--- src/sv/c2e_pkg.sv ---
// ----------------------------------------------------------------------------
// c2e_pkg
// Shared widths, constants and the month table for the calendar to epoch
// seconds converter.
// ----------------------------------------------------------------------------
package c2e_pkg;

  // pipeline depth, output register included
  localparam int NumStages = 5;

  // port field widths
  localparam int YearW = 14;
  localparam int MonW  = 4;
  localparam int DayW  = 6;
  localparam int HourW = 5;
  localparam int MinW  = 6;
  localparam int SecW  = 6;
  localparam int SecsW = 39;

  // internal widths
  localparam int TodW    = 17;  // seconds in a day, up to 86400
  localparam int DayCntW = 22;  // days since the epoch, up to about 3.63e6
  localparam int LeapW   = 12;  // leap days before the year
  localparam int DbmW    = 9;   // days before the month
  localparam int CentW   = 7;   // a year divided by 100
  localparam int ProdW   = YearW + 13;

  localparam logic [YearW-1:0] YearBase   = YearW'(1900);
  localparam logic [YearW-1:0] EpochYear  = YearW'(1970);
  localparam logic [YearW-1:0] LeapBase4  = YearW'(1969);
  localparam logic [YearW-1:0] LeapBase100 = YearW'(1901);
  localparam logic [YearW-1:0] MinYearOff = YearW'(70);
  localparam logic [YearW-1:0] MaxYearOff = YearW'(9999);
  localparam logic [MonW-1:0]  MaxMonth   = MonW'(11);
  localparam logic [MonW-1:0]  Feb        = MonW'(1);
  localparam logic [DayW-1:0]  MaxDay     = DayW'(31);
  localparam logic [HourW-1:0] MaxHour    = HourW'(23);
  localparam logic [MinW-1:0]  MaxMinute  = MinW'(59);
  localparam logic [SecW-1:0]  MaxSecond  = SecW'(60);

  localparam int DaysPerYear = 365;
  localparam int SecsPerHour = 3600;
  localparam int SecsPerMin  = 60;
  localparam int SecsPerDay  = 60 * 60 * 24;

  // x / 100 == (x * 5243) >> 19 for every x below 43699
  localparam logic [12:0] Recip100   = 13'd5243;
  localparam int          RecipShift = 19;

  // stage load strobes and fill flags handed from flow control to the datapath
  typedef struct packed {
    logic [NumStages-1:0] load;
    logic [NumStages-1:0] full;
  } flow_t;

  function automatic logic [DbmW-1:0] days_before_month(input logic [MonW-1:0] mon);
    logic [DbmW-1:0] d;
    case (mon)
      MonW'(0):  d = DbmW'(0);
      MonW'(1):  d = DbmW'(31);
      MonW'(2):  d = DbmW'(59);
      MonW'(3):  d = DbmW'(90);
      MonW'(4):  d = DbmW'(120);
      MonW'(5):  d = DbmW'(151);
      MonW'(6):  d = DbmW'(181);
      MonW'(7):  d = DbmW'(212);
      MonW'(8):  d = DbmW'(243);
      MonW'(9):  d = DbmW'(273);
      MonW'(10): d = DbmW'(304);
      MonW'(11): d = DbmW'(334);
      default:   d = DbmW'(0);
    endcase
    return d;
  endfunction

endpackage

--- src/sv/c2e_if.sv ---
// ----------------------------------------------------------------------------
// c2e_if
// Valid/ready channels: broken-down time in, epoch seconds out.
// ----------------------------------------------------------------------------
interface c2e_req_if;
  logic                         valid;
  logic                         ready;
  logic [c2e_pkg::YearW-1:0]    years_since_1900;
  logic [c2e_pkg::MonW-1:0]     month_index;
  logic [c2e_pkg::DayW-1:0]     day_of_month;
  logic [c2e_pkg::HourW-1:0]    hour_of_day;
  logic [c2e_pkg::MinW-1:0]     minute_of_hour;
  logic [c2e_pkg::SecW-1:0]     second_of_minute;

  modport source (
    output valid, years_since_1900, month_index, day_of_month,
           hour_of_day, minute_of_hour, second_of_minute,
    input  ready
  );
  modport sink (
    input  valid, years_since_1900, month_index, day_of_month,
           hour_of_day, minute_of_hour, second_of_minute,
    output ready
  );
endinterface

interface c2e_rsp_if;
  logic                         valid;
  logic                         ready;
  logic [c2e_pkg::SecsW-1:0]    epoch_seconds;
  logic                         range_error;

  modport source (output valid, epoch_seconds, range_error, input ready);
  modport sink (input valid, epoch_seconds, range_error, output ready);
endinterface

--- src/sv/c2e_flow.sv ---
// ----------------------------------------------------------------------------
// c2e_flow
// Per-stage valid tracking and load strobes for the conversion pipeline.
// ----------------------------------------------------------------------------
module c2e_flow (
  input  logic            clk,
  input  logic            rst,
  input  logic            in_valid,
  input  logic            out_ready,
  output logic            in_ready,
  output c2e_pkg::flow_t  ctl
);

  localparam int N = c2e_pkg::NumStages;

  logic [N-1:0] full;
  logic [N-1:0] full_in;
  logic [N:0]   rdy;

  // a stage may load when it is empty or its contents move on this cycle
  always_comb begin
    rdy[N] = out_ready;
    for (int i = N - 1; i >= 0; i--) begin
      rdy[i] = !full[i] || rdy[i+1];
    end
  end

  assign full_in  = {full[N-2:0], in_valid};
  assign in_ready = rdy[0];
  assign ctl.load = rdy[N-1:0];
  assign ctl.full = full;

  always_ff @(posedge clk) begin
    if (rst) begin
      full <= '0;
    end else begin
      full <= (full & ~rdy[N-1:0]) | (full_in & rdy[N-1:0]);
    end
  end

  // a transaction in with none out adds exactly one occupied stage
  a_fill_count: assert property (@(posedge clk) disable iff (rst)
    (in_valid && rdy[0] && !(full[N-1] && out_ready))
      |=> ($countones(full) == $past($countones(full)) + 1))
    else $error("occupancy did not grow by one");

  // the input side only stalls when every stage holds an item
  a_stall_full: assert property (@(posedge clk) disable iff (rst)
    !rdy[0] |-> (&full))
    else $error("input stalled with an empty stage");

endmodule

--- src/sv/calendar_to_epoch_seconds.sv ---
// An accepted transaction passes through five register stages, the last
// driving rsp. Throughput: one transaction per cycle while rsp is ready;
// each stage holds one item and moves on whenever the stage after it is free.
// Reset (rst, synchronous) clears the stage valid bits only; datapath
// registers keep whatever they hold and are ignored until refilled.
// ----------------------------------------------------------------------------
// calendar_to_epoch_seconds
// Converts a broken-down UTC calendar time into seconds since 1970-01-01,
// flagging out-of-range fields with a zero result.
// ----------------------------------------------------------------------------
module calendar_to_epoch_seconds (
  input logic         clk,
  input logic         rst,
  c2e_req_if.sink     req,
  c2e_rsp_if.source   rsp
);

  c2e_pkg::flow_t flow;

  c2e_flow u_flow (
    .clk       (clk),
    .rst       (rst),
    .in_valid  (req.valid),
    .out_ready (rsp.ready),
    .in_ready  (req.ready),
    .ctl       (flow)
  );

  // --------------------------------------------------------------------------
  // Stage 1: range check, absolute year, time of day in seconds
  // --------------------------------------------------------------------------
  logic                         s1_err_next;
  logic [c2e_pkg::TodW-1:0]     s1_tod_next;
  logic                         s1_err;
  logic [c2e_pkg::YearW-1:0]    s1_y;
  logic [c2e_pkg::MonW-1:0]     s1_mon;
  logic [c2e_pkg::DayW-1:0]     s1_mday;
  logic [c2e_pkg::TodW-1:0]     s1_tod;

  assign s1_err_next = (req.years_since_1900 < c2e_pkg::MinYearOff) ||
                       (req.years_since_1900 > c2e_pkg::MaxYearOff) ||
                       (req.month_index > c2e_pkg::MaxMonth) ||
                       (req.day_of_month == '0) ||
                       (req.day_of_month > c2e_pkg::MaxDay) ||
                       (req.hour_of_day > c2e_pkg::MaxHour) ||
                       (req.minute_of_hour > c2e_pkg::MaxMinute) ||
                       (req.second_of_minute > c2e_pkg::MaxSecond);

  // constant multiplies only; a leap second simply rolls into the next minute
  assign s1_tod_next =
      c2e_pkg::TodW'(req.hour_of_day) * c2e_pkg::TodW'(c2e_pkg::SecsPerHour) +
      c2e_pkg::TodW'(req.minute_of_hour) * c2e_pkg::TodW'(c2e_pkg::SecsPerMin) +
      c2e_pkg::TodW'(req.second_of_minute);

  always_ff @(posedge clk) begin
    if (flow.load[0]) begin
      s1_err  <= s1_err_next;
      s1_y    <= req.years_since_1900 + c2e_pkg::YearBase;
      s1_mon  <= req.month_index;
      s1_mday <= req.day_of_month;
      s1_tod  <= s1_tod_next;
    end
  end

  // --------------------------------------------------------------------------
  // Stage 2: divide by 100 through reciprocal multiplies, month table lookup
  // --------------------------------------------------------------------------
  logic [c2e_pkg::ProdW-1:0]    prod_a;
  logic [c2e_pkg::ProdW-1:0]    prod_y;
  logic                         s2_err;
  logic [c2e_pkg::YearW-1:0]    s2_y;
  logic [c2e_pkg::CentW-1:0]    s2_qa;   // (y - 1901) / 100
  logic [c2e_pkg::CentW-1:0]    s2_qy;   // y / 100
  logic [c2e_pkg::DbmW-1:0]     s2_dbm;
  logic                         s2_past_feb;
  logic [c2e_pkg::DayW-1:0]     s2_mday;
  logic [c2e_pkg::TodW-1:0]     s2_tod;

  assign prod_a = c2e_pkg::ProdW'(s1_y - c2e_pkg::LeapBase100) *
                  c2e_pkg::ProdW'(c2e_pkg::Recip100);
  assign prod_y = c2e_pkg::ProdW'(s1_y) * c2e_pkg::ProdW'(c2e_pkg::Recip100);

  always_ff @(posedge clk) begin
    if (flow.load[1]) begin
      s2_err      <= s1_err;
      s2_y        <= s1_y;
      s2_qa       <= c2e_pkg::CentW'(prod_a >> c2e_pkg::RecipShift);
      s2_qy       <= c2e_pkg::CentW'(prod_y >> c2e_pkg::RecipShift);
      s2_dbm      <= c2e_pkg::days_before_month(s1_mon);
      s2_past_feb <= (s1_mon > c2e_pkg::Feb);
      s2_mday     <= s1_mday;
      s2_tod      <= s1_tod;
    end
  end

  // --------------------------------------------------------------------------
  // Stage 3: leap days before the year, leap year test, whole-year days
  // --------------------------------------------------------------------------
  // leap days = (y-1969)/4 - (y-1901)/100 + (y-1601)/400, and
  // (y-1601)/400 equals ((y-1901)/100 + 3)/4.
  logic [c2e_pkg::YearW-1:0]    y_off4;
  logic [c2e_pkg::CentW-1:0]    qa_plus3;
  logic                         cent_year;
  logic                         leap_year;
  logic                         s3_err;
  logic [c2e_pkg::DayCntW-1:0]  s3_ydays;
  logic [c2e_pkg::LeapW-1:0]    s3_leap;
  logic [c2e_pkg::DbmW-1:0]     s3_dbm;
  logic                         s3_bump;
  logic [c2e_pkg::DayW-1:0]     s3_mday;
  logic [c2e_pkg::TodW-1:0]     s3_tod;

  assign y_off4    = s2_y - c2e_pkg::LeapBase4;
  assign qa_plus3  = s2_qa + c2e_pkg::CentW'(3);
  assign cent_year = (s2_y == c2e_pkg::YearW'(s2_qy) * c2e_pkg::YearW'(100));
  assign leap_year = (s2_y[1:0] == 2'b00) && (!cent_year || (s2_qy[1:0] == 2'b00));

  always_ff @(posedge clk) begin
    if (flow.load[2]) begin
      s3_err   <= s2_err;
      s3_ydays <= c2e_pkg::DayCntW'(s2_y - c2e_pkg::EpochYear) *
                  c2e_pkg::DayCntW'(c2e_pkg::DaysPerYear);
      s3_leap  <= c2e_pkg::LeapW'(y_off4 >> 2) - c2e_pkg::LeapW'(s2_qa) +
                  c2e_pkg::LeapW'(qa_plus3 >> 2);
      s3_dbm   <= s2_dbm;
      s3_bump  <= s2_past_feb && leap_year;
      s3_mday  <= s2_mday;
      s3_tod   <= s2_tod;
    end
  end

  // --------------------------------------------------------------------------
  // Stage 4: total day count; the day is not checked against month length
  // --------------------------------------------------------------------------
  logic                         s4_err;
  logic [c2e_pkg::DayCntW-1:0]  s4_days;
  logic [c2e_pkg::TodW-1:0]     s4_tod;

  always_ff @(posedge clk) begin
    if (flow.load[3]) begin
      s4_err  <= s3_err;
      s4_days <= s3_ydays + c2e_pkg::DayCntW'(s3_leap) + c2e_pkg::DayCntW'(s3_dbm) +
                 c2e_pkg::DayCntW'(s3_mday) - c2e_pkg::DayCntW'(1) +
                 c2e_pkg::DayCntW'(s3_bump);
      s4_tod  <= s3_tod;
    end
  end

  // --------------------------------------------------------------------------
  // Stage 5: days to seconds plus time of day; force zero on a range error.
  // This is the output register and drives rsp directly.
  // --------------------------------------------------------------------------
  logic [c2e_pkg::SecsW-1:0]    secs_next;
  logic [c2e_pkg::SecsW-1:0]    out_secs;
  logic                         out_err;

  assign secs_next = c2e_pkg::SecsW'(s4_days) * c2e_pkg::SecsW'(c2e_pkg::SecsPerDay) +
                     c2e_pkg::SecsW'(s4_tod);

  always_ff @(posedge clk) begin
    if (flow.load[4]) begin
      out_err  <= s4_err;
      out_secs <= s4_err ? '0 : secs_next;
    end
  end

  assign rsp.valid         = flow.full[c2e_pkg::NumStages-1];
  assign rsp.epoch_seconds = out_secs;
  assign rsp.range_error   = out_err;

  // a flagged result never carries a nonzero count
  a_err_zero: assert property (@(posedge clk) disable iff (rst)
    (rsp.valid && rsp.range_error) |-> (rsp.epoch_seconds == '0))
    else $error("range error with nonzero seconds");

  // a year past the top of the range is caught in the first stage
  a_year_high: assert property (@(posedge clk) disable iff (rst)
    (req.valid && req.ready && (req.years_since_1900 > c2e_pkg::MaxYearOff)) |=> s1_err)
    else $error("year above range not flagged");

endmodule

--- src/flat_wrapper.sv ---
// flat-port wrapper written by rule: the top's interface ports become plain ports
module calendar_to_epoch_seconds_flat 
  (clk, rst, req_valid, req_years_since_1900, req_month_index, req_day_of_month, req_hour_of_day, req_minute_of_hour, req_second_of_minute, req_ready, rsp_valid, rsp_epoch_seconds, rsp_range_error, rsp_ready);
  c2e_req_if req_i ();
  c2e_rsp_if rsp_i ();
  input logic clk;
  input logic rst;
  input wire logic [$bits(req_i.valid)-1:0] req_valid;
  input wire logic [$bits(req_i.years_since_1900)-1:0] req_years_since_1900;
  input wire logic [$bits(req_i.month_index)-1:0] req_month_index;
  input wire logic [$bits(req_i.day_of_month)-1:0] req_day_of_month;
  input wire logic [$bits(req_i.hour_of_day)-1:0] req_hour_of_day;
  input wire logic [$bits(req_i.minute_of_hour)-1:0] req_minute_of_hour;
  input wire logic [$bits(req_i.second_of_minute)-1:0] req_second_of_minute;
  output wire logic [$bits(req_i.ready)-1:0] req_ready;
  output wire logic [$bits(rsp_i.valid)-1:0] rsp_valid;
  output wire logic [$bits(rsp_i.epoch_seconds)-1:0] rsp_epoch_seconds;
  output wire logic [$bits(rsp_i.range_error)-1:0] rsp_range_error;
  input wire logic [$bits(rsp_i.ready)-1:0] rsp_ready;
  assign req_i.valid = req_valid;
  assign req_i.years_since_1900 = req_years_since_1900;
  assign req_i.month_index = req_month_index;
  assign req_i.day_of_month = req_day_of_month;
  assign req_i.hour_of_day = req_hour_of_day;
  assign req_i.minute_of_hour = req_minute_of_hour;
  assign req_i.second_of_minute = req_second_of_minute;
  assign req_ready = req_i.ready;
  assign rsp_valid = rsp_i.valid;
  assign rsp_epoch_seconds = rsp_i.epoch_seconds;
  assign rsp_range_error = rsp_i.range_error;
  assign rsp_i.ready = rsp_ready;
  calendar_to_epoch_seconds u_core (.clk(clk), .rst(rst), .req(req_i), .rsp(rsp_i));
endmodule
--- config.mk ---
export PLATFORM = sky130hd
export DESIGN_NAME = calendar_to_epoch_seconds_flat
export DESIGN_NICKNAME = d
export VERILOG_FILES = /design/src/sv/c2e_pkg.sv /design/src/sv/c2e_if.sv /design/src/sv/c2e_flow.sv /design/src/sv/calendar_to_epoch_seconds.sv /design/src/flat_wrapper.sv
export SDC_FILE = /design/constraint.sdc
export NUM_CORES = 1
export LEC_CHECK = 0
export BUFFER_PORTS_ARGS = -buffer_cell sky130_fd_sc_hd__buf_2
export CORE_MARGIN = 3
export CORE_UTILIZATION = 40
export DETAILED_ROUTE_END_ITERATION = 12
export PLACE_DENSITY = 0.59
export SLEW_MARGIN = 40
export SYNTH_ARGS = -nofsm -noshare
export SYNTH_HDL_FRONTEND = slang
export SYNTH_SLANG_ARGS = --single-unit
--- constraint.sdc ---
create_clock -name clk -period 15.4 [get_ports clk]
set_clock_uncertainty 0.15 [all_clocks]
set_input_delay 0.77 -clock clk [delete_from_list [all_inputs] [get_ports clk]]
set_output_delay 0.77 -clock clk [all_outputs]
set_load 0.005 [all_outputs]
==> results of run 1 <==
metal layers:
| metal | routed length [µm] | share of wire, % | global-route usage (%) | vias to the layer above |
|---|---|---|---|---|
| met4 | 1217 | 2.3 | 3.497 | 4 |
| met3 | 1491 | 2.8 | 1.698 | 73 |
| met5 | 27 | 0.050 | 0 | - |
| met2 | 26360 | 49 | 27.00 | 205 |
| li1 | - | - | - | 8736 |
| met1 | 24500 | 46 | 19.74 | 8299 |
worst reg2reg max path, delay by kind of cell, from the launching register on:
| kind | cells | cell delay [ns] |
|---|---|---|
| adders and majority gates | 7 | 2.63 |
| AOI/OAI and AO/OA | 9 | 2.05 |
| xor gates and xnor gates | 3 | 0.92 |
| buffers and inverters | 6 | 0.68 |
| DFF | 1 | 0.53 |
| and+or+nand+nor | 4 | 0.41 |
cells by family after synthesis:
| group | Yosys count |
|---|---|
| AOI/OAI and AO/OA | 319 |
| muxes | 8 |
| DFF | 257 |
| and+or+nand+nor | 394 |
| xor gates and xnor gates | 203 |
| adders and majority gates | 787 |
| buffers and inverters | 604 |
cells in the mapped netlist, types with 7 or more instances:
cell,number,area (µm²)
a21o_1,38,285.3
a21oi_1,102,510.5
a31oi_1,11,68.82
and2_1,12,75.07
and3_1,11,68.82
clkbuf_1,16,60.06
edfxtp_1,252,7567
fa_1,268,5365
ha_1,519,6494
inv_1,582,2185
nand2_1,72,270.3
nand2b_1,11,68.82
nand3_1,35,175.2
nand4_1,13,81.33
nor2_1,122,457.9
nor2b_1,31,193.9
nor3_1,34,170.2
nor4_1,10,62.56
o211ai_1,7,52.55
o21a_1,13,97.59
o21ai_0,63,315.3
o21bai_1,18,135.1
o31ai_1,9,67.56
or2_2,8,50.05
xnor2_1,154,1349
xor2_1,48,420.4
worst paths after layout:
kind	to	startpoint	depth (start not counted)
worst max register to register	u_core.s2_qa[6]	u_core.s1_y[1]	29
worst max-delay path	u_core.s2_qa[6]	u_core.s1_y[1]	29
worst min-delay path	u_core.s1_mon[0]	req_month_index[0]	1
worst min register to register	u_core.s4_tod[10]	u_core.s3_tod[10]	0
flip-flops by register name, indices dropped and copies added, names as in the netlist, 17 cells and up, named ones only:
| name | flops |
|---|---|
| u_core.rsp.epoch_seconds | 39 |
| u_core.s3_ydays | 22 |
| u_core.s4_days | 22 |
| u_core.s1_tod | 17 |
| u_core.s2_tod | 17 |
| u_core.s3_tod | 17 |
| u_core.s4_tod | 17 |
per-stage QoR:
step / std cells / instance area [µm²] / utilization [%] / worst slack, ns
after floorplan: 2572 / 27730 / - / 8.768
after global placement: 3564 / 29270 / 43.13 / 8.057
after detailed placement: 3565 / 29330 / 43.22 / 7.804
after CTS: 3623 / 30430 / 44.83 / 7.784
after global routing: 3623 / 30440 / 44.85 / 7.028
final: 3624 / 30440 / 44.86 / 7.764
cell type report:
type                    instances  area [µm²]  share of cell area, %
clock buffers                  35       790.8                  2.597
clock inverters                23       302.8                 0.9946
diodes                          1       2.502               0.008220
inverters                     582        2185                  7.176
flip-flops and latches        257        7667                  25.18
repair buffers                 94       506.7                  1.664
well taps                     921        1152                  3.785
multi-input cells            1711       17840                  58.59
==> flow_summary_export.csv, run 1 <==
group,metric,value,unit
status,outcome,"finished clean",
detailed_routing,drt-pass1-iter-count,5,
sta,report.final.slew_viol_count,0,
floorplanning,dieArea,72520,µm²
cts,cts_tree,"built",
cts,clkTransAtPathRegs,0.06,ns
logic_synthesis,yosys.area_share.simple,7.129,%
detailed_routing,ant_nets,0,
worst_setup_path,critPathMaxStageDelay,0.56,ns
sta,min_period,7.636,ns
detailed_routing,dr_total_vias,17320,
layout,drive_above_1_share,6.847,%
cts,cts_hold_buffers,0,
worst_setup_path,worst_setup_path_end_kind,"flip-flop",
placement,portBuffers,86,
logic_synthesis,synth-compound-area-share,7.459,%
logic_synthesis,synthCells,2572,
grt,grt_pass1_vias,18550,
sta,worst_slew_pin_slew,0.7817,ns
floorplanning,core_area,67870,µm²
logic_synthesis,synth-main-ff-cell,"edfxtp_1",
placement,dpl.hpwl,45.35,mm
logic_synthesis,synth_edf_count,252,
logic_synthesis,yosys.area_share.xor_xnor,6.439,%
logic_synthesis,synth_area,27730,µm²
detailed_routing,viasPerCell,4.778,
logic_synthesis,avgSynthCellArea,10.78,µm²
sta,slew_headroom,47.51,%
cts,cts-resized-gates,0,
sta,finalSetupViolations,0,
worst_setup_path,cp_common_cell,"inv_1",
detailed_routing,drc_errors,0,
logic_synthesis,syn-num-nets,3404,
grt,grt_usage,15.14,%
floorplanning,die_y,269.3,µm
logic_synthesis,synth.distinct_cells,79,
grt,grt_pass1_wl,91.76,mm
cts,postCtsSetupBuffers,0,
floorplanning,rows,95,
floorplanning,initial_core_util,40.86,%
layout,area_delta_synth_final,9.792,%
worst_setup_path,worst-path-buf-inv,6,
sta,min_period_over_period,49.58,%
worst_setup_path,crit_slowest_cell,"xnor2_1",
floorplanning,die_x,269.3,µm
worst_setup_path,rrSetupSlack,7.76,ns
grt,antenna_found_initial,4,
layout,mostFrequentLayoutCells,"inv_1, ha_1, fa_1",
worst_setup_path,crit_type,"reg2reg",
cts,cts_htree_levels,1,
cts,root_buffer,"clkbuf_16",
logic_synthesis,async_flop_share,0,%
detailed_routing,drt-wirelength-per-cell,14.79,µm
placement,gp_congestion,0.8766,
logic_synthesis,synthAdderAreaFrac,42.77,%
logic_synthesis,synth.area.mux_share,0.3068,%
sta,rsz0062_at_grt,"false",
logic_synthesis,ys_seq_area_share,27.65,%
layout,fin_nets,3509,
sta,finalHoldViolCount,0,
detailed_routing,wl,53.60,mm
floorplanning,io_pins,87,
worst_hold_path,hold_path.class,"in2reg",
logic_synthesis,ys_seq_elements,257,
detailed_routing,dr.first_iter.drc_count,722,
worst_setup_path,worstSetupStartpointType,"flip-flop",
worst_setup_path,arrival,7.81,ns
worst_setup_path,crit_fanout,7,
cts,cts_buffers,31,
run,drv_cap,0,
worst_setup_path,cp_top_family,"adder cells",
sta,hold_slack,0.2109,ns
sta,fin_tns_setup,0,ns
cts,cts_sinks,257,
grt,grt_max_degree,63,
sta,max_freq,131.0,MHz
grt,grt.overflow.total,0,
logic_synthesis,synth_top_family_by_area,"adder cells",
cts,clockBufferDepth,3,
layout,layout_commonest_cell,"inv_1",
logic_synthesis,synth_warnings,0,
cts,clkLatencyLatePin,0.59,ns
worst_setup_path,cp.required,15.58,ns
layout,fillers,6280,
Power of run 1 is left out: the tool's default activity adds up to more than one toggle a clock period on the data nets, which glitch-free logic cannot reach.
==> inputs of run 2 (changes only) <==
ABC_AREA = 1   (was not set)
PLACE_DENSITY = 0.61   (was 0.59)
clock period = 6.3 ns   (was 15.4 ns; I/O delays follow)
==> run 2 against run 1 <==
Net effect:
- hold slack got worse by 0.15 ns
- non-clock buffer count increased by 50
- final cell count increased by 17%
- sequential share of layout area down 1.5 points
- worst setup slack got worse by 7.4 ns
- critical path depth shrank 7
- synthesized area rose by 5.1%
- maximum frequency grew 28%
- highest routed layer is now met4
==> flow_summary_export.csv, run 2 <==
group,metric,value,unit
worst_setup_path,startpoint,"u_core.s1_y[2]",
floorplanning,dieArea,76170,µm²
logic_synthesis,synth_edf_count,252,
worst_hold_path,hold_depth,3,
grt,grt_pass1_wl,98.81,mm
detailed_routing,dr_total_vias,19690,
sta,min_period,5.967,ns
detailed_routing,drc_errors,0,
worst_setup_path,worst_setup_path_end_kind,"flip-flop",
worst_setup_path,worstSetupStartpointType,"flip-flop",
logic_synthesis,syn-num-nets,3929,
logic_synthesis,netlist_top_cells_area,"edfxtp_1, ha_1, fa_1",
logic_synthesis,synth_area,29160,µm²
cts,cts_buffers,31,
sta,finalHoldViolCount,0,
layout,largest_reg_flops,39,
detailed_routing,ant_nets,0,
worst_setup_path,cp.required,6.48,ns
detailed_routing,viasPerCell,4.639,
floorplanning,die_y,276.0,µm
logic_synthesis,async_flop_share,0,%
cts,clockBufferDepth,3,
floorplanning,initial_core_util,40.58,%
detailed_routing,dr.first_iter.drc_count,948,
floorplanning,rows,98,
worst_setup_path,rr_startpoint,"u_core.s1_y[2]",
sta,slew_headroom,44.29,%
worst_setup_path,rrSetupSlack,0.33,ns
sta,fin_tns_setup,0,ns
cts,clkTransAtPathRegs,0.06,ns
logic_synthesis,synth_warnings,0,
placement,dpl.hpwl,49.30,mm
worst_setup_path,crit_fanout,5,
logic_synthesis,synthCells,3097,
layout,drive_above_1_share,7.288,%
sta,rsz0062_at_grt,"false",
layout,layout_commonest_cell,"inv_1",
worst_hold_path,min_to,"u_core.s1_tod[3]",
worst_hold_path,hp-start,"req_minute_of_hour[0]",
placement,gp_congestion,0.8624,
worst_setup_path,r2r-end,"u_core.s2_qa[6]",
floorplanning,core_area,71850,µm²
sta,report.final.slew_viol_count,0,
cts,cts_tree,"built",
layout,mostFrequentLayoutCells,"inv_1, ha_1, nand2_1",
status,outcome,"finished clean",
sta,max_freq,167.6,MHz
detailed_routing,drt-pass1-iter-count,5,
layout,fin_nets,4100,
layout,area_delta_synth_final,11.19,%
logic_synthesis,yosys-top-cells-count,"inv_1, ha_1, nand2_1, fa_1, edfxtp_1",
floorplanning,die_x,276.0,µm
detailed_routing,wl,57.83,mm
grt,grt.overflow.total,0,
run,drv_cap,0,
sta,finalSetupViolations,0,
sta,min_period_over_period,94.72,%
cts,root_buffer,"clkbuf_16",
logic_synthesis,yosysTopAreaCell,"edfxtp_1",
grt,grt_max_degree,70,
grt,grt_usage,15.86,%
logic_synthesis,avgSynthCellArea,9.414,µm²
logic_synthesis,synth.distinct_cells,48,
logic_synthesis,yosysMostFrequentCell,"inv_1",
logic_synthesis,ys_seq_elements,257,
placement,portBuffers,86,
logic_synthesis,synth-main-ff-cell,"edfxtp_1",
logic_synthesis,ys_seq_area_share,26.30,%
worst_setup_path,reg2reg_depth,22,
sta,worst_slew_pin_slew,0.8269,ns
cts,cts_sinks,257,
worst_setup_path,crit_type,"reg2reg",
grt,antenna_found_initial,1,
worst_hold_path,hold_path.class,"in2reg",
grt,grt_pass1_vias,20300,
cts,clkLatencyLatePin,0.59,ns
cts,cts_htree_levels,1,
detailed_routing,drt-wirelength-per-cell,13.63,µm
floorplanning,io_pins,87,
worst_setup_path,arrival,6.15,ns
logic_synthesis,synth_top_area_share,25.95,%
run 2: cell count changes after synthesis, moves of 14 or more:
cell     previous run  this run
nor2b_1            31         0
xnor2_1           154        52
xor2_1             48       124
a21o_1             38        12
inv_1             582       771
nand2_1            72       425
a21oi_1           102       165
nor2_1            122       136
o21ai_0            63        92
nand3_1            35        84
nand2_2             0        20
run 2: cell families after synthesis:
group / after synthesis / share of synthesized area [%]
xor+xnor: 177 / 5.343
compound gates: 332 / 6.300
simple gates: 758 / 11.26
buf+inv: 786 / 10.12
fa+ha+maj: 787 / 40.67
flops: 257 / 26.30
run 2: layout make-up:
cell class              count  area [µm²]
clock buffers              37       808.3
repair buffers            144       947.2
well taps                 950        1189
fillers                  6999       39440
multi-input cells        2054       18610
diodes                      1       2.502
flip-flops and latches    257        7667
clock inverters            21       269.0
inverters                 780        2928
run 2: what timing repair did:
item / 4_1_cts / 5_1_grt
resized for setup: 0 / 16
endpoints found under the setup margin: 0 / 9
hold buffers: 31 / 0
buffers inserted: 0 / 3
hold endpoints to repair: 33 / 0
run 2: worst max-delay path by stage:
stage	endpoint	cells after the start
global route	u_core.s3_ydays[18]	22
floorplan	u_core.s2_qa[2]	28
CTS	u_core.s2_qa[2]	28
global placement	u_core.s2_qa[2]	28
finish	u_core.s2_qa[6]	22
detailed placement	u_core.s2_qa[2]	28
run 2: stage by stage:
step | utilization (%) | cells | setup slack, ns | cell area (µm²) | hold WS (ns)
6_report | 45.12 | 4244 | 0.3329 | 32420 | 0.06357
4_1_cts | 44.98 | 4240 | 0.07124 | 32320 | 0.01834
2_1_floorplan | - | 3097 | 0.3288 | 29160 | 0.2341
3_3_place_gp | 43.05 | 4151 | 0.2834 | 30930 | 0.2503
5_1_grt | 45.11 | 4243 | 0.01969 | 32410 | 0.05139
3_5_place_dp | 43.05 | 4151 | 0.09998 | 30930 | 0.2545
run 2: metal layers:
metal	wire, µm	vias to the layer above	track usage [%]	part of all wire (%)
met2	26160	260	26.04	45
met5	0	-	0	0
li1	-	10240	-	-
met3	2366	80	2.435	4.1
met4	1618	0	4.548	2.8
met1	27680	9112	21.74	48
run 2: worst max-delay path: stages, from the launching register on:
cell      delay [ns]
edfxtp_1        0.45
buf_4           0.19
ha_1            0.21
a21oi_2         0.16
o21ai_1         0.13
a31o_2          0.28
nand3_1         0.08
nand2_1         0.06
xor2_1          0.15
buf_4           0.17
fa_1            0.46
xor2_1          0.19
xor2_1          0.18
fa_1            0.50
inv_1           0.06
fa_1            0.50
fa_1            0.43
ha_1            0.34
a21oi_1         0.28
o21ai_0         0.15
a211oi_1        0.26
o211ai_1        0.14
xor2_1          0.17
Power of run 2 is left out for the same reason.
==> inputs of run 3 (changes only) <==
CORE_UTILIZATION = 57   (was 40)
GPL_TIMING_DRIVEN = 0   (was not set)
PLACE_DENSITY = 0.81   (was 0.61)
==> run 3 against run 2 <==
Net effect:
- the flow now finishes with violations (negative setup slack)
- hold slack worse by 0.025 ns
- first-iteration DRC count up 24%
- non-clock buffer count up 19
- clock-buffer cell count down 1
- global-route usage up 7.0 points
- worst setup slack worse by 0.36 ns
- core utilization up 19 points
- critical endpoint is now u_core.s2_qa[3]
==> flow_summary_export.csv, run 3 (synthesis gave the netlist of run 2 again) <==
group,metric,value,unit
status,outcome,"finished, violations left",
status,violations,"negative setup slack",
run,drv_cap,0,
sta,slew_headroom,46.52,%
floorplanning,die_x,232.2,µm
sta,min_period_over_period,100.4,%
floorplanning,core_area,50380,µm²
detailed_routing,wl,62.13,mm
cts,root_buffer,"clkbuf_16",
worst_setup_path,crit_slowest_cell,"fa_1",
detailed_routing,drc_errors,0,
detailed_routing,dr.first_iter.drc_count,1175,
layout,drive_above_1_share,8.654,%
cts,clkLatencyLatePin,0.59,ns
grt,grt_pass1_wl,101.7,mm
floorplanning,io_pins,87,
layout,insertedDiodeCount,0,
detailed_routing,wl_met1,26.34,mm
grt,grt_usage,22.83,%
detailed_routing,viasPerCell,5.317,
cts,clockBufferDepth,3,
floorplanning,die_y,232.2,µm
worst_setup_path,crit_fanout,8,
worst_setup_path,crit_type,"reg2reg",
worst_hold_path,hold_path.class,"in2reg",
grt,grt_max_degree,49,
grt,grt.overflow.total,0,
placement,dpl.hpwl,48.33,mm
cts,cts_htree_levels,1,
detailed_routing,ant_nets,0,
sta,worst_slew_pin_slew,0.7995,ns
worst_setup_path,cp.required,6.46,ns
detailed_routing,wl_met3,3.296,mm
sta,finalSetupViolations,2,
sta,report.final.slew_viol_count,0,
detailed_routing,wl_met2,30.19,mm
floorplanning,dieArea,53900,µm²
layout,fin_nets,4116,
layout,largest_reg_flops,39,
placement,gp_congestion,0.9091,
layout,layout_commonest_cell,"inv_1",
grt,antenna_found_initial,0,
worst_setup_path,critPathMaxStageDelay,0.58,ns
detailed_routing,drt-pass1-iter-count,5,
detailed_routing,dr_total_vias,21150,
sta,fin_tns_setup,-0.02552,ns
cts,cts_tree,"built",
worst_setup_path,arrival,6.49,ns
grt,grt_pass1_vias,21410,
cts,cts_sinks,257,
sta,layout_setup_ws,-0.02448,ns
cts,clkTransAtPathRegs,0.07,ns
cts,cts_buffers,28,
detailed_routing,drt-wirelength-per-cell,15.62,µm
layout,area_delta_synth_final,11.18,%
sta,max_freq,158.1,MHz
worst_setup_path,worstSetupStartpointType,"flip-flop",
worst_setup_path,path_cells,"buf_6, ha_1, a21oi_2, o21ai_2, a31o_4, xor2_4, xnor2_1, inv_1, ha_1, ha_1, inv_1, fa_1, inv_1, fa_1, inv_1, fa_1, inv_1, ha_4, nand2_1, nor4_2, o21ai_1, nand2_2, a21oi_2, xor2_1",
worst_setup_path,cp_common_cell,"inv_1",
placement,place_ws,-0.8954,ns
sta,min_period,6.324,ns
floorplanning,initial_core_util,57.88,%
floorplanning,rows,82,
sta,finalHoldViolCount,0,
placement,portBuffers,86,
detailed_routing,highest_layer,"met4",
worst_setup_path,worst_setup_path_end_kind,"flip-flop",
layout,mostFrequentLayoutCells,"inv_1, ha_1, nand2_1",
==> run 3: cell type report <==
type,instances,area (µm²)
multi-input combinational,2054,18890
buffer,6,23.77
sequential,257,7667
tap,672,840.8
clock buffer,36,740.7
timing repair buffer,157,1115
inverter,780,2939
fill,3690,17960
clock inverter,15,198.9
==> run 3: worst max-delay path: cells and delay by family, from the launching register on <==
family,cells,cell delay (ns)
adders and majority gates,7,2.75
AOI/OAI and AO/OA,5,0.81
xor gates and xnor gates,3,0.76
buffers and inverters,6,0.57
and+or+nand+nor,3,0.56
DFF,1,0.45
==> run 3: timing repair <==
item                       4_1_cts  5_1_grt
hold endpoints to repair        31        0
resized for setup               14       51
pin swaps                        2       19
hold buffers                    31        0
setup buffers                    9       26
setup endpoints to repair        7        8
==> run 3: through the flow <==
step	hold WS [ns]	util (%)	instances	instance area (µm²)
5_1_grt	0.04759	64.34	3977	32410
2_1_floorplan	0.2341	-	3097	29160
6_report	0.03865	64.34	3977	32410
3_5_place_dp	0.2545	60.67	3860	30560
4_1_cts	0.003804	63.42	3951	31950
3_3_place_gp	0.2512	60.40	3855	30430
==> run 3: metal layers <==
metal / track usage, % / vias to the layer above
met5: 0 / -
met4: 6.545 / 0
met3: 2.466 / 170
met2: 39.47 / 643
met1: 30.50 / 10050
li1: - / 10280
==> run 3: final timing paths <==
check,from,endpoint,slack [ns],cells after the start
setup reg to reg,u_core.s1_y[1],u_core.s2_qa[3],-0.02,24
hold / removal,req_years_since_1900[9],u_core.s1_y[9],0.04,3
hold reg to reg,u_core.s2_tod[3],u_core.s3_tod[3],0.26,0
setup / recovery,u_core.s1_y[1],u_core.s2_qa[3],-0.02,24
Power of run 3 is left out for the same reason.
